<file path="src/rtl/core/huber_loss_and_gradient_macros.svh">
// Assertion macros for the Huber loss block.
// Used by the controller and the divider; expects clk_i and rst_ni in scope.
`ifndef HUBER_LOSS_AND_GRADIENT_MACROS_SVH
`define HUBER_LOSS_AND_GRADIENT_MACROS_SVH

// Same-cycle implication, disabled in reset.
`define HLG_ASSERT_IMP(name, ante, cons, msg) \
  name: assert property (@(posedge clk_i) disable iff (!rst_ni) (ante) |-> (cons)) \
    else $error(msg);

// Next-cycle implication, disabled in reset.
`define HLG_ASSERT_NXT(name, ante, cons, msg) \
  name: assert property (@(posedge clk_i) disable iff (!rst_ni) (ante) |=> (cons)) \
    else $error(msg);

`endif

</file>
<file path="src/rtl/core/hlg_pkg.sv">
// Shared widths, constants and controller/datapath interface types
// for the Huber loss block. No dependencies.
`timescale 1ns / 1ps

package hlg_pkg;

  localparam int DATA_W     = 32;                       // prediction, target, gradient
  localparam int DELTA_W    = 31;
  localparam int BLEN_W     = 21;
  localparam int LOSS_W     = 48;
  localparam int SUM_W      = 64;
  localparam int CNT_W      = 32;
  localparam int CFG_IDX_W  = 1;
  localparam int CFG_DATA_W = DELTA_W;
  localparam int MAX_BATCH  = 1048576;
  localparam int BCNT_W     = $clog2(MAX_BATCH + 1);
  localparam int LOSS_SHIFT = 17;                       // Q16.16 product plus the factor one half
  localparam int OPA_W      = DATA_W + 1;
  localparam int PROD_W     = OPA_W + DATA_W;
  localparam int STEP_W     = $clog2(SUM_W + 1);
  localparam int GRAD_STEPS = DELTA_W;
  localparam int MEAN_STEPS = SUM_W;
  localparam logic [DELTA_W-1:0] DELTA_RST = DELTA_W'(65536);
  localparam logic [BLEN_W-1:0]  BLEN_RST  = BLEN_W'(1);

  typedef enum logic [CFG_IDX_W-1:0] {
    CFG_DELTA = 1'b0,
    CFG_BLEN  = 1'b1
  } hlg_cfg_e;

  typedef struct packed {
    logic capture;
    logic prep;
    logic sel;
    logic mul;
    logic acc;
    logic div_go;
    logic div_mean;
    logic grad_take;
    logic mean_take;
    logic out_load;
  } hlg_cmd_t;

  typedef struct packed {
    logic div_done;
    logic last;
  } hlg_sts_t;

endpackage

</file>
<file path="src/rtl/core/hlg_div.sv">
// Radix-2 restoring divider, one quotient bit per cycle, variable step count.
// Depends on hlg_pkg and the assertion macro header.
`timescale 1ns / 1ps
`include "huber_loss_and_gradient_macros.svh"

module hlg_div import hlg_pkg::*; (
  input  logic              clk_i,
  input  logic              rst_ni,
  input  logic              go_i,
  input  logic [SUM_W-1:0]  dividend_i,
  input  logic [BCNT_W-1:0] divisor_i,
  input  logic [STEP_W-1:0] steps_i,
  output logic              done_o,
  output logic [SUM_W-1:0]  quotient_o
);

  logic              busy_q;
  logic              done_q;
  logic [STEP_W-1:0] cnt_q;
  logic [SUM_W-1:0]  quo_q;
  logic [BCNT_W-1:0] rem_q;
  logic [BCNT_W-1:0] den_q;

  logic [BCNT_W:0] shifted;
  logic [BCNT_W:0] trial;
  logic            ge;

  // dividend bits enter the partial remainder from the top of quo_q
  assign shifted = {rem_q, quo_q[SUM_W-1]};
  assign trial   = shifted - {1'b0, den_q};
  assign ge      = shifted >= {1'b0, den_q};

  always_ff @(posedge clk_i or negedge rst_ni) begin
    if (!rst_ni) begin
      busy_q <= 1'b0;
      done_q <= 1'b0;
      cnt_q  <= '0;
    end else if (go_i) begin
      busy_q <= 1'b1;
      done_q <= 1'b0;
      cnt_q  <= steps_i;
    end else if (busy_q) begin
      cnt_q <= cnt_q - STEP_W'(1);
      if (cnt_q == STEP_W'(1)) begin
        busy_q <= 1'b0;
        done_q <= 1'b1;
      end
    end else begin
      done_q <= 1'b0;
    end
  end

  always_ff @(posedge clk_i) begin
    if (go_i) begin
      quo_q <= dividend_i;
      rem_q <= '0;
      den_q <= divisor_i;
    end else if (busy_q) begin
      quo_q <= {quo_q[SUM_W-2:0], ge};
      rem_q <= ge ? trial[BCNT_W-1:0] : shifted[BCNT_W-1:0];
    end
  end

  assign done_o     = done_q;
  assign quotient_o = quo_q;

  `HLG_ASSERT_IMP(a_go_when_idle, go_i, !busy_q, "divider started while busy")
  `HLG_ASSERT_IMP(a_done_after_busy, done_q, $past(busy_q) && !busy_q, "done without a run")
  `HLG_ASSERT_IMP(a_busy_count, busy_q, cnt_q != '0, "divider busy with zero steps left")

endmodule

</file>
<file path="src/rtl/core/hlg_dp.sv">
// Datapath: config registers, difference and clamp, loss multiplier,
// batch and running totals, output registers. Uses hlg_pkg and hlg_div.
`timescale 1ns / 1ps

module hlg_dp import hlg_pkg::*; (
  input  logic                  clk_i,
  input  logic                  rst_ni,
  input  logic                  cfg_we_i,
  input  logic [CFG_IDX_W-1:0]  cfg_idx_i,
  input  logic [CFG_DATA_W-1:0] cfg_wdata_i,
  input  logic [DATA_W-1:0]     prediction_i,
  input  logic [DATA_W-1:0]     target_i,
  input  logic                  last_i,
  input  hlg_cmd_t              cmd_i,
  output hlg_sts_t              sts_o,
  output logic [DATA_W-1:0]     gradient_o,
  output logic [LOSS_W-1:0]     element_loss_o,
  output logic                  mean_valid_o,
  output logic [LOSS_W-1:0]     batch_mean_o,
  output logic [SUM_W-1:0]      running_sum_o,
  output logic [CNT_W-1:0]      running_count_o,
  output logic                  saturated_o
);

  // configuration
  logic [DELTA_W-1:0] delta_q;
  logic [BLEN_W-1:0]  blen_q;
  logic [BCNT_W-1:0]  blen_eff;

  always_ff @(posedge clk_i or negedge rst_ni) begin
    if (!rst_ni) begin
      delta_q <= DELTA_RST;
      blen_q  <= BLEN_RST;
    end else if (cfg_we_i) begin
      unique case (hlg_cfg_e'(cfg_idx_i))
        CFG_DELTA: delta_q <= cfg_wdata_i[DELTA_W-1:0];
        CFG_BLEN:  blen_q  <= cfg_wdata_i[BLEN_W-1:0];
        default:   ;
      endcase
    end
  end

  always_comb begin
    if (blen_q == '0) begin
      blen_eff = BCNT_W'(1);
    end else if (BCNT_W'(blen_q) > BCNT_W'(MAX_BATCH)) begin
      blen_eff = BCNT_W'(MAX_BATCH);
    end else begin
      blen_eff = BCNT_W'(blen_q);
    end
  end

  // item and work registers
  logic [DATA_W-1:0]  pred_q, targ_q;
  logic               last_q;
  logic               dneg_q;
  logic [DATA_W-1:0]  a_q;
  logic               sat_q;
  logic [DELTA_W-1:0] mag_q;
  logic [OPA_W-1:0]   opa_q;
  logic [DATA_W-1:0]  opb_q;
  logic [PROD_W-1:0]  prod_q;
  logic [LOSS_W-1:0]  loss_q;
  logic [DATA_W-1:0]  grad_q;
  logic [LOSS_W-1:0]  mean_q;

  // batch and running state
  logic [SUM_W-1:0]  bsum_q, tsum_q;
  logic [BCNT_W-1:0] bcnt_q;
  logic [CNT_W-1:0]  tcnt_q;

  // difference, saturated to 32 bits, and its magnitude
  logic [DATA_W:0]   diff;
  logic              ovf;
  logic [DATA_W-1:0] d;
  logic [DATA_W-1:0] a;

  assign diff = {pred_q[DATA_W-1], pred_q} - {targ_q[DATA_W-1], targ_q};
  assign ovf  = diff[DATA_W] ^ diff[DATA_W-1];
  always_comb begin
    if (ovf) begin
      d = diff[DATA_W] ? {1'b1, {(DATA_W-1){1'b0}}} : {1'b0, {(DATA_W-1){1'b1}}};
    end else begin
      d = diff[DATA_W-1:0];
    end
    a = d[DATA_W-1] ? (~d + DATA_W'(1)) : d;
  end

  // quadratic or linear region; operands for a*a or (2a - delta)*delta
  logic              le;
  logic [OPA_W-1:0]  lin_opa;
  assign le      = a_q <= {1'b0, delta_q};
  assign lin_opa = {a_q, 1'b0} - {2'b00, delta_q};

  logic [PROD_W-1:0] prod;
  assign prod = opa_q * opb_q;

  logic [LOSS_W-1:0] loss;
  assign loss = prod_q[LOSS_SHIFT +: LOSS_W];

  // totals
  logic [SUM_W:0] bsum_add, tsum_add;
  assign bsum_add = {1'b0, bsum_q} + {{(SUM_W-LOSS_W+1){1'b0}}, loss};
  assign tsum_add = {1'b0, tsum_q} + {{(SUM_W-LOSS_W+1){1'b0}}, loss};

  // divider
  logic [SUM_W-1:0]  div_dividend;
  logic [BCNT_W-1:0] div_divisor;
  logic [STEP_W-1:0] div_steps;
  logic              div_done;
  logic [SUM_W-1:0]  quo;

  always_comb begin
    if (cmd_i.div_mean) begin
      div_dividend = bsum_q;
      div_divisor  = bcnt_q;
      div_steps    = STEP_W'(MEAN_STEPS);
    end else begin
      // magnitude left-aligned so the quotient lands in the low bits
      div_dividend = {mag_q, {(SUM_W-DELTA_W){1'b0}}};
      div_divisor  = blen_eff;
      div_steps    = STEP_W'(GRAD_STEPS);
    end
  end

  hlg_div u_div (
    .clk_i      (clk_i),
    .rst_ni     (rst_ni),
    .go_i       (cmd_i.div_go),
    .dividend_i (div_dividend),
    .divisor_i  (div_divisor),
    .steps_i    (div_steps),
    .done_o     (div_done),
    .quotient_o (quo)
  );

  logic [DATA_W-1:0] gq;
  assign gq = {{(DATA_W-DELTA_W){1'b0}}, quo[DELTA_W-1:0]};

  always_ff @(posedge clk_i or negedge rst_ni) begin
    if (!rst_ni) begin
      bsum_q <= '0;
      bcnt_q <= '0;
      tsum_q <= '0;
      tcnt_q <= '0;
    end else if (cmd_i.acc) begin
      bsum_q <= bsum_add[SUM_W] ? '1 : bsum_add[SUM_W-1:0];
      tsum_q <= tsum_add[SUM_W] ? '1 : tsum_add[SUM_W-1:0];
      if (bcnt_q < BCNT_W'(MAX_BATCH)) begin
        bcnt_q <= bcnt_q + BCNT_W'(1);
      end
      if (tcnt_q != '1) begin
        tcnt_q <= tcnt_q + CNT_W'(1);
      end
    end else if (cmd_i.mean_take) begin
      bsum_q <= '0;
      bcnt_q <= '0;
    end
  end

  always_ff @(posedge clk_i) begin
    if (cmd_i.capture) begin
      pred_q <= prediction_i;
      targ_q <= target_i;
      last_q <= last_i;
      mean_q <= '0;
    end
    if (cmd_i.prep) begin
      dneg_q <= d[DATA_W-1];
      a_q    <= a;
      sat_q  <= ovf;
    end
    if (cmd_i.sel) begin
      mag_q <= le ? a_q[DELTA_W-1:0] : delta_q;
      opa_q <= le ? {1'b0, a_q} : lin_opa;
      opb_q <= le ? a_q : {1'b0, delta_q};
    end
    if (cmd_i.mul) begin
      prod_q <= prod;
    end
    if (cmd_i.acc) begin
      loss_q <= loss;
      if (bsum_add[SUM_W] || tsum_add[SUM_W] || (bcnt_q >= BCNT_W'(MAX_BATCH)) ||
          (tcnt_q == '1)) begin
        sat_q <= 1'b1;
      end
    end
    if (cmd_i.grad_take) begin
      grad_q <= dneg_q ? (~gq + DATA_W'(1)) : gq;
    end
    if (cmd_i.mean_take) begin
      if (|quo[SUM_W-1:LOSS_W]) begin
        mean_q <= '1;
        sat_q  <= 1'b1;
      end else begin
        mean_q <= quo[LOSS_W-1:0];
      end
    end
    if (cmd_i.out_load) begin
      gradient_o      <= grad_q;
      element_loss_o  <= loss_q;
      mean_valid_o    <= last_q;
      batch_mean_o    <= mean_q;
      running_sum_o   <= tsum_q;
      running_count_o <= tcnt_q;
      saturated_o     <= sat_q;
    end
  end

  assign sts_o.div_done = div_done;
  assign sts_o.last     = last_q;

endmodule

</file>
<file path="src/rtl/core/hlg_ctrl.sv">
// Controller state machine: sequences one item through the datapath and
// owns both handshakes. Uses hlg_pkg and the assertion macro header.
`timescale 1ns / 1ps
`include "huber_loss_and_gradient_macros.svh"

module hlg_ctrl import hlg_pkg::*; (
  input  logic     clk_i,
  input  logic     rst_ni,
  input  logic     in_valid_i,
  output logic     in_ready_o,
  output logic     out_valid_o,
  input  logic     out_ready_i,
  input  hlg_sts_t sts_i,
  output hlg_cmd_t cmd_o
);

  typedef enum logic [3:0] {
    ST_IDLE,
    ST_PREP,
    ST_SEL,
    ST_MUL,
    ST_ACC,
    ST_GDIV,
    ST_MGO,
    ST_MDIV,
    ST_OUT
  } state_e;

  state_e state_q;
  logic   in_ready_q;
  logic   out_valid_q;
  logic   accept;
  logic   out_free;

  assign accept   = in_valid_i && in_ready_q;
  assign out_free = !out_valid_q || out_ready_i;

  always_comb begin
    cmd_o           = '0;
    cmd_o.capture   = accept;
    cmd_o.prep      = (state_q == ST_PREP);
    cmd_o.sel       = (state_q == ST_SEL);
    cmd_o.mul       = (state_q == ST_MUL);
    cmd_o.acc       = (state_q == ST_ACC);
    cmd_o.div_go    = (state_q == ST_ACC) || (state_q == ST_MGO);
    cmd_o.div_mean  = (state_q == ST_MGO);
    cmd_o.grad_take = (state_q == ST_GDIV) && sts_i.div_done;
    cmd_o.mean_take = (state_q == ST_MDIV) && sts_i.div_done;
    cmd_o.out_load  = (state_q == ST_OUT) && out_free;
  end

  always_ff @(posedge clk_i or negedge rst_ni) begin
    if (!rst_ni) begin
      state_q     <= ST_IDLE;
      in_ready_q  <= 1'b0;
      out_valid_q <= 1'b0;
    end else begin
      if (out_valid_q && out_ready_i) begin
        out_valid_q <= 1'b0;
      end
      unique case (state_q)
        ST_IDLE: begin
          in_ready_q <= 1'b1;
          if (accept) begin
            in_ready_q <= 1'b0;
            state_q    <= ST_PREP;
          end
        end
        ST_PREP: state_q <= ST_SEL;
        ST_SEL:  state_q <= ST_MUL;
        ST_MUL:  state_q <= ST_ACC;
        ST_ACC:  state_q <= ST_GDIV;
        ST_GDIV: begin
          if (sts_i.div_done) begin
            state_q <= sts_i.last ? ST_MGO : ST_OUT;
          end
        end
        ST_MGO:  state_q <= ST_MDIV;
        ST_MDIV: begin
          if (sts_i.div_done) begin
            state_q <= ST_OUT;
          end
        end
        ST_OUT: begin
          if (out_free) begin
            out_valid_q <= 1'b1;
            state_q     <= ST_IDLE;
          end
        end
        default: state_q <= ST_IDLE;
      endcase
    end
  end

  assign in_ready_o  = in_ready_q;
  assign out_valid_o = out_valid_q;

  `HLG_ASSERT_IMP(a_ready_only_idle, in_ready_q, state_q == ST_IDLE, "ready outside idle")
  `HLG_ASSERT_NXT(a_accept_starts, accept, (state_q == ST_PREP) && !in_ready_q,
                  "accepted item did not start")
  `HLG_ASSERT_IMP(a_done_in_wait, sts_i.div_done,
                  (state_q == ST_GDIV) || (state_q == ST_MDIV), "divider done out of place")
  `HLG_ASSERT_IMP(a_mean_on_last, state_q == ST_MGO, sts_i.last, "mean divide without last")

endmodule

</file>
<file path="src/rtl/core/huber_loss_and_gradient.sv">
// Channel   | Handshake                | Payload
// ----------+--------------------------+-------------------------------------------
// input     | in_valid_i / in_ready_o  | prediction_i, target_i, last_i
// result    | out_valid_o / out_ready_i| gradient_o, element_loss_o, mean_valid_o,
//           |                          | batch_mean_o, running_sum_o, running_count_o,
//           |                          | saturated_o
// config    | cfg_we_i (no wait)       | cfg_idx_i, cfg_wdata_i
//
// One item at a time, the pace set by the radix-2 divider: 31 steps for the gradient
// and 64 more for the batch mean of an item flagged last, one quotient bit per cycle.
// Asynchronous active-low reset, no clearing pass; ready rises in the cycle after it.
// A result waiting in the output register does not block the next item; a stalled
// result holds the finished item in the final state until the register frees.
// Top level; depends on hlg_pkg, hlg_ctrl and hlg_dp.
`timescale 1ns / 1ps

module huber_loss_and_gradient import hlg_pkg::*; (
  input  logic                  clk_i,
  input  logic                  rst_ni,
  input  logic                  cfg_we_i,
  input  logic [CFG_IDX_W-1:0]  cfg_idx_i,
  input  logic [CFG_DATA_W-1:0] cfg_wdata_i,
  input  logic                  in_valid_i,
  output logic                  in_ready_o,
  input  logic [DATA_W-1:0]     prediction_i,
  input  logic [DATA_W-1:0]     target_i,
  input  logic                  last_i,
  output logic                  out_valid_o,
  input  logic                  out_ready_i,
  output logic [DATA_W-1:0]     gradient_o,
  output logic [LOSS_W-1:0]     element_loss_o,
  output logic                  mean_valid_o,
  output logic [LOSS_W-1:0]     batch_mean_o,
  output logic [SUM_W-1:0]      running_sum_o,
  output logic [CNT_W-1:0]      running_count_o,
  output logic                  saturated_o
);

  hlg_cmd_t cmd;
  hlg_sts_t sts;

  hlg_ctrl u_ctrl (
    .clk_i       (clk_i),
    .rst_ni      (rst_ni),
    .in_valid_i  (in_valid_i),
    .in_ready_o  (in_ready_o),
    .out_valid_o (out_valid_o),
    .out_ready_i (out_ready_i),
    .sts_i       (sts),
    .cmd_o       (cmd)
  );

  hlg_dp u_dp (
    .clk_i           (clk_i),
    .rst_ni          (rst_ni),
    .cfg_we_i        (cfg_we_i),
    .cfg_idx_i       (cfg_idx_i),
    .cfg_wdata_i     (cfg_wdata_i),
    .prediction_i    (prediction_i),
    .target_i        (target_i),
    .last_i          (last_i),
    .cmd_i           (cmd),
    .sts_o           (sts),
    .gradient_o      (gradient_o),
    .element_loss_o  (element_loss_o),
    .mean_valid_o    (mean_valid_o),
    .batch_mean_o    (batch_mean_o),
    .running_sum_o   (running_sum_o),
    .running_count_o (running_count_o),
    .saturated_o     (saturated_o)
  );

endmodule

</file>
<file path="config.mk">
export PLATFORM = sky130hd
export DESIGN_NAME = huber_loss_and_gradient
export DESIGN_NICKNAME = d
export VERILOG_FILES = /design/src/rtl/core/hlg_pkg.sv /design/src/rtl/core/hlg_div.sv /design/src/rtl/core/hlg_dp.sv /design/src/rtl/core/hlg_ctrl.sv /design/src/rtl/core/huber_loss_and_gradient.sv
export VERILOG_INCLUDE_DIRS = /design/src /design/src/rtl/core
export SDC_FILE = /design/constraint.sdc
export NUM_CORES = 2
export LEC_CHECK = 0
export ABC_CLOCK_PERIOD_IN_PS = 26200
export BUFFER_PORTS_ARGS = -buffer_cell sky130_fd_sc_hd__buf_4
export CAP_MARGIN = 20
export CORE_MARGIN = 1
export CORE_UTILIZATION = 30
export DETAILED_ROUTE_END_ITERATION = 8
export GPL_TIMING_DRIVEN = 0
export PLACE_DENSITY = 0.55
export SLEW_MARGIN = 15
export SYNTH_ARGS = -nofsm -noshare
export SYNTH_HDL_FRONTEND = slang
export SYNTH_SLANG_ARGS = --single-unit
</file>
<file path="constraint.sdc">
create_clock -name clk_i -period 26.2 [get_ports clk_i]
set_input_delay 1.31 -clock clk_i [delete_from_list [all_inputs] [get_ports clk_i]]
set_output_delay 1.31 -clock clk_i [all_outputs]
set_load 0.1 [all_outputs]
</file>
==> Flow_metrics.wiki <==
{| class="wikitable"
! Metric !! Value
|-
| Wire length of the first global-routing pass || 401000 um
|-
| Most numerous cell on the critical path || sky130_fd_sc_hd__fa_1
|-
| Number of global-route vias before repair || 59900
|-
| Per-cell via count in the routed design || 5.05
|-
| Residual antenna-violating net count after detailed routing || 0
|-
| Arithmetic-cell share of the synthesized area counting full adders, half adders and majority gates || 31.5%
|-
| Core Rows || 186
|-
| Total overflow reported by the global router || 0
|-
| Number of inserted filler cells in the final layout || 26100
|-
| Largest fanout on the critical path || 10
|-
| Number of input and output port buffers inserted || 329
|-
| Final count of pins violating max slew || 0
|-
| Area share of the largest cell type after synthesis || 25.0%
|-
| Number of flops mapped to enable cells by yosys || 649
|-
| Count of warnings emitted by yosys || 0
|-
| CTS Root Cell || sky130_fd_sc_hd__clkbuf_16
|-
| Sequential area share after synthesis || 33.5%
|-
| DIE HEIGHT || 512 um
|-
| Total track usage || 20.6%
|-
| Worst path arrival time || 10.36 ns
|-
| Clock tree buffer depth || 3
|-
| Synthesized Nets || 9169
|-
| GPL Wtd Cong || 1.00
|-
| TritonCTS clock tree || yes
|-
| Xor-xnor portion of the synthesized cell area || 3.22%
|-
| Worst Path Required || 26.72 ns
|-
| Complex-gate fraction of the synthesized area || 9.61%
|-
| Detailed Route WL || 271000 um
|-
| Initial DRC Count || 5139
|-
| Post-cts hold buffer count || 0
|-
| Length of the first detailed-routing pass in iterations || 5
|-
| Layout cell share with drive strength beyond 1 || 7.47%
|-
| Endpoint kind of the worst setup timing path || flop
|-
| Final standard cell utilization of the core || 34.4%
|-
| Buffers inserted by post-CTS timing repair || 0
|-
| Dominant cell type by area after synthesis || sky130_fd_sc_hd__edfxtp_1
|-
| Number of flip-flops and latches in the synthesized netlist || 919
|-
| Count of placed standard cells in the final layout, fillers left out || 11600
|-
| Status || completed
|-
| Synth Cell Area || 0.0781 mm^2
|-
| Post-synth top flop || sky130_fd_sc_hd__edfxtp_1
|-
| Worst hold slack || 0.382 ns
|-
| Detail Placement HPWL || 224000 um
|-
| Post-cts sizing count || 0
|-
| Effective utilization at floorplan || 30.3%
|-
| Share of synthesized cell area in and, or, nand and nor gates || 14.5%
|-
| TritonCTS Sinks || 919
|-
| Cell total after placement || 11400
|-
| Fmax || 0.102 GHz
|-
| Synth async-reset ratio || 27.0%
|-
| H-Tree Depth || 3
|-
| Number of instances in the synthesized netlist || 7658
|-
| Post-CTS clock slew at the launch and capture registers of the worst setup and hold paths || 0.07 ns
|-
| Combinational family with the most area after synthesis || adder cells
|-
| Nature of the critical path startpoint || flop
|-
| Number of nets in the layout || 9622
|-
| Worst skew pair latency || 0.77 ns
|-
| Inserted Clock Buffers || 99
|-
| Mux share of post-synthesis cell area || 0.632%
|-
| Worst clock skew on the final layout || 0.0760 ns
|-
| Die Outline Area || 0.262 mm^2
|-
| Max capacitance violation total || 0
|-
| Wirelength per Cell || 23.4 um
|-
| Total Neg Setup Slack || 0 ns
|-
| Initial antenna violation count || 21
|-
| Combined buffer and inverter count along the critical path || 4
|-
| Horizontal die dimension || 512 um
|-
| Pin count of the biggest net entering global routing || 94
|-
| Most area-consuming cells after synthesis || sky130_fd_sc_hd__edfxtp_1, sky130_fd_sc_hd__fa_1, sky130_fd_sc_hd__dfrtp_1
|-
| Num ports || 330
|-
| Minimum period implied by the final worst setup slack || 9.83 ns
|-
| Mean area per synthesized cell || 10.2 um^2
|-
| Path type of the worst min-delay path || reg2reg
|-
| Via total after detailed routing || 58500
|-
| Worst-path cell with the longest stage delay || sky130_fd_sc_hd__edfxtp_1
|-
| Slowest cell delay on critical path || 0.95 ns
|-
| RSZ-0062 raised after global routing || false
|-
| Final critical-path share of the clock period || 37.5%
|-
| Class of the most critical setup path || reg2reg
|-
| Final setup violation count || 0
|-
| Slew @ Worst Pin || 1.31 ns
|-
| Max-slew headroom || 12.9%
|-
| Kind of cell adding the most delay to the critical path || adder cells
|-
| Post-synth cell types || 86
|-
| Number of design rule violations left after detail routing || 0
|-
| Placeable Area || 0.258 mm^2
|-
| Area growth, synth to finish || 13.6%
|-
| Hold Violations, Final || 0
|}
## placed cells by master (no fill, tap or decap), types with 52 or more instances in the layout
cell type	count
sky130_fd_sc_hd__a21o_1	122
sky130_fd_sc_hd__a21oi_1	376
sky130_fd_sc_hd__a31oi_1	61
sky130_fd_sc_hd__and2_1	489
sky130_fd_sc_hd__and3_1	85
sky130_fd_sc_hd__buf_4	330
sky130_fd_sc_hd__clkbuf_1	356
sky130_fd_sc_hd__clkbuf_16	99
sky130_fd_sc_hd__dfrtp_1	246
sky130_fd_sc_hd__edfxtp_1	649
sky130_fd_sc_hd__fa_1	930
sky130_fd_sc_hd__ha_1	479
sky130_fd_sc_hd__inv_1	1082
sky130_fd_sc_hd__nand2_1	1066
sky130_fd_sc_hd__nand3_1	143
sky130_fd_sc_hd__nand4_1	63
sky130_fd_sc_hd__nor2_1	239
sky130_fd_sc_hd__nor2b_1	52
sky130_fd_sc_hd__nor3_1	53
sky130_fd_sc_hd__o21ai_0	281
sky130_fd_sc_hd__xnor2_1	167
sky130_fd_sc_hd__xor2_1	120
## through the flow
| step | setup WS (ns) | cell area [um^2] |
|---|---|---|
| after floorplan | 14.64 | 78100 |
| after detailed placement | 16.42 | 85200 |
| after global placement | 9.82 | 84800 |
| after CTS | 16.49 | 88600 |
| final | 16.37 | 88700 |
| after global routing | 16.06 | 88600 |
## layer usage
| metal | GRT usage, % | vias to the layer above | wire [um] |
|---|---|---|---|
| li1 | - | 26100 | - |
| met1 | 27.7 | 29600 | 117000 |
| met2 | 32.6 | 2293 | 122000 |
| met3 | 3.69 | 453 | 20600 |
| met4 | 8.22 | 8 | 12100 |
| met5 | 0 | - | 56 |
## final timing paths
| path | slack [ns] | endpoint | startpoint | depth (start not counted) |
|---|---|---|---|---|
| min | 0.38 | u_dp.batch_mean_o[38] | u_dp.mean_q[38] | 0 |
| max | 16.37 | u_dp.prod_q[59] | u_dp.mag_q[8] | 25 |
| min reg2reg | 0.38 | u_dp.batch_mean_o[38] | u_dp.mean_q[38] | 0 |
| max reg2reg | 16.37 | u_dp.prod_q[59] | u_dp.mag_q[8] | 25 |
| min in group asynchronous | 0.52 | u_dp.tcnt_q[0] | rst_ni | 1 |
| max in group asynchronous | 24.62 | u_dp.delta_q[30] | rst_ni | 2 |
## logic make-up after synthesis
group,after synthesis
AND/OR/NAND/NOR,2348
XOR/XNOR,287
flip-flops,919
adder cells (fa/ha/maj),1410
multiplexers,45
buffers and inverters,1459
AO/OA/AOI/OAI,1189
other,1
## worst reg2reg max path: stages, from the launching register on
cell                       delay, ns
sky130_fd_sc_hd__edfxtp_1       0.95
sky130_fd_sc_hd__clkbuf_1       0.74
sky130_fd_sc_hd__nand2_1        0.19
sky130_fd_sc_hd__fa_1           0.55
sky130_fd_sc_hd__fa_1           0.62
sky130_fd_sc_hd__fa_1           0.52
sky130_fd_sc_hd__fa_1           0.63
sky130_fd_sc_hd__inv_1          0.09
sky130_fd_sc_hd__fa_1           0.47
sky130_fd_sc_hd__fa_1           0.52
sky130_fd_sc_hd__fa_1           0.51
sky130_fd_sc_hd__inv_1          0.05
sky130_fd_sc_hd__fa_1           0.47
sky130_fd_sc_hd__inv_1          0.04
sky130_fd_sc_hd__ha_1           0.33
sky130_fd_sc_hd__and3_1         0.24
sky130_fd_sc_hd__and2_1         0.16
sky130_fd_sc_hd__a221oi_1       0.56
sky130_fd_sc_hd__o2111a_1       0.35
sky130_fd_sc_hd__a21oi_1        0.15
sky130_fd_sc_hd__a21oi_1        0.51
sky130_fd_sc_hd__o311ai_1       0.25
sky130_fd_sc_hd__a21oi_1        0.33
sky130_fd_sc_hd__o21a_1         0.19
sky130_fd_sc_hd__o21ai_1        0.09
sky130_fd_sc_hd__xor2_1         0.15
## area by class of cell
type	instances	area [um^2]	area share, %
flip-flops and latches	919	26100	29.5
clock buffers	125	2730	3.07
multi-input cells	5280	46500	52.4
inverters	1086	4080	4.60
well taps	3384	4230	4.78
clock inverters	62	688	0.776
plain buffers	373	1410	1.59
diodes	4	10.0	0.0113
repair buffers	352	2900	3.27
## flip-flops by register name, indices dropped and copies added, names as in the netlist, 30 cells and up
register               flops
u_dp.bsum_q               64
u_dp.running_sum_o        64
u_dp.tsum_q               64
u_dp.u_div.quotient_o     64
u_dp.batch_mean_o         48
u_dp.element_loss_o       48
u_dp.loss_q               48
u_dp.mean_q               48
u_dp.prod_q               48
u_dp.opa_q                33
u_dp.a_q                  32
u_dp.grad_q               32
u_dp.gradient_o           32
u_dp.pred_q               32
u_dp.running_count_o      32
u_dp.targ_q               32
u_dp.tcnt_q               32
u_dp.delta_q              31
u_dp.mag_q                30
## synthesized netlist by cell type, types with 10 or more instances
| cell type | n |
|---|---|
| sky130_fd_sc_hd__a41oi_1 | 13 |
| sky130_fd_sc_hd__a31oi_1 | 61 |
| sky130_fd_sc_hd__o21ai_1 | 12 |
| sky130_fd_sc_hd__a21oi_1 | 376 |
| sky130_fd_sc_hd__xnor2_1 | 167 |
| sky130_fd_sc_hd__clkbuf_1 | 348 |
| sky130_fd_sc_hd__nor3_1 | 53 |
| sky130_fd_sc_hd__ha_1 | 479 |
| sky130_fd_sc_hd__nand2b_1 | 34 |
| sky130_fd_sc_hd__o21ai_0 | 281 |
| sky130_fd_sc_hd__or3_1 | 36 |
| sky130_fd_sc_hd__or2_2 | 13 |
| sky130_fd_sc_hd__o21bai_1 | 33 |
| sky130_fd_sc_hd__o211ai_1 | 19 |
| sky130_fd_sc_hd__and4_1 | 11 |
| sky130_fd_sc_hd__a211oi_1 | 28 |
| sky130_fd_sc_hd__a221o_1 | 36 |
| sky130_fd_sc_hd__nand3_1 | 143 |
| sky130_fd_sc_hd__buf_1 | 22 |
| sky130_fd_sc_hd__a21o_1 | 122 |
| sky130_fd_sc_hd__edfxtp_1 | 649 |
| sky130_fd_sc_hd__a22o_1 | 18 |
| sky130_fd_sc_hd__a221oi_1 | 10 |
| sky130_fd_sc_hd__nand4_1 | 63 |
| sky130_fd_sc_hd__inv_1 | 1083 |
| sky130_fd_sc_hd__dfxtp_1 | 22 |
| sky130_fd_sc_hd__mux2_2 | 34 |
| sky130_fd_sc_hd__o21a_1 | 36 |
| sky130_fd_sc_hd__o31a_1 | 10 |
| sky130_fd_sc_hd__fa_1 | 930 |
| sky130_fd_sc_hd__dfrtp_1 | 246 |
| sky130_fd_sc_hd__nor2_1 | 241 |
| sky130_fd_sc_hd__and3_1 | 88 |
| sky130_fd_sc_hd__xor2_1 | 120 |
| sky130_fd_sc_hd__mux2i_1 | 11 |
| sky130_fd_sc_hd__and2_1 | 489 |
| sky130_fd_sc_hd__o31ai_1 | 25 |
| sky130_fd_sc_hd__nor2b_1 | 52 |
| sky130_fd_sc_hd__o22ai_1 | 10 |
| sky130_fd_sc_hd__nand2_1 | 1068 |
| sky130_fd_sc_hd__nor4_1 | 22 |
Power is not shown: default switching activity piles up to over one toggle a cycle in this logic, so the estimate is an artifact.
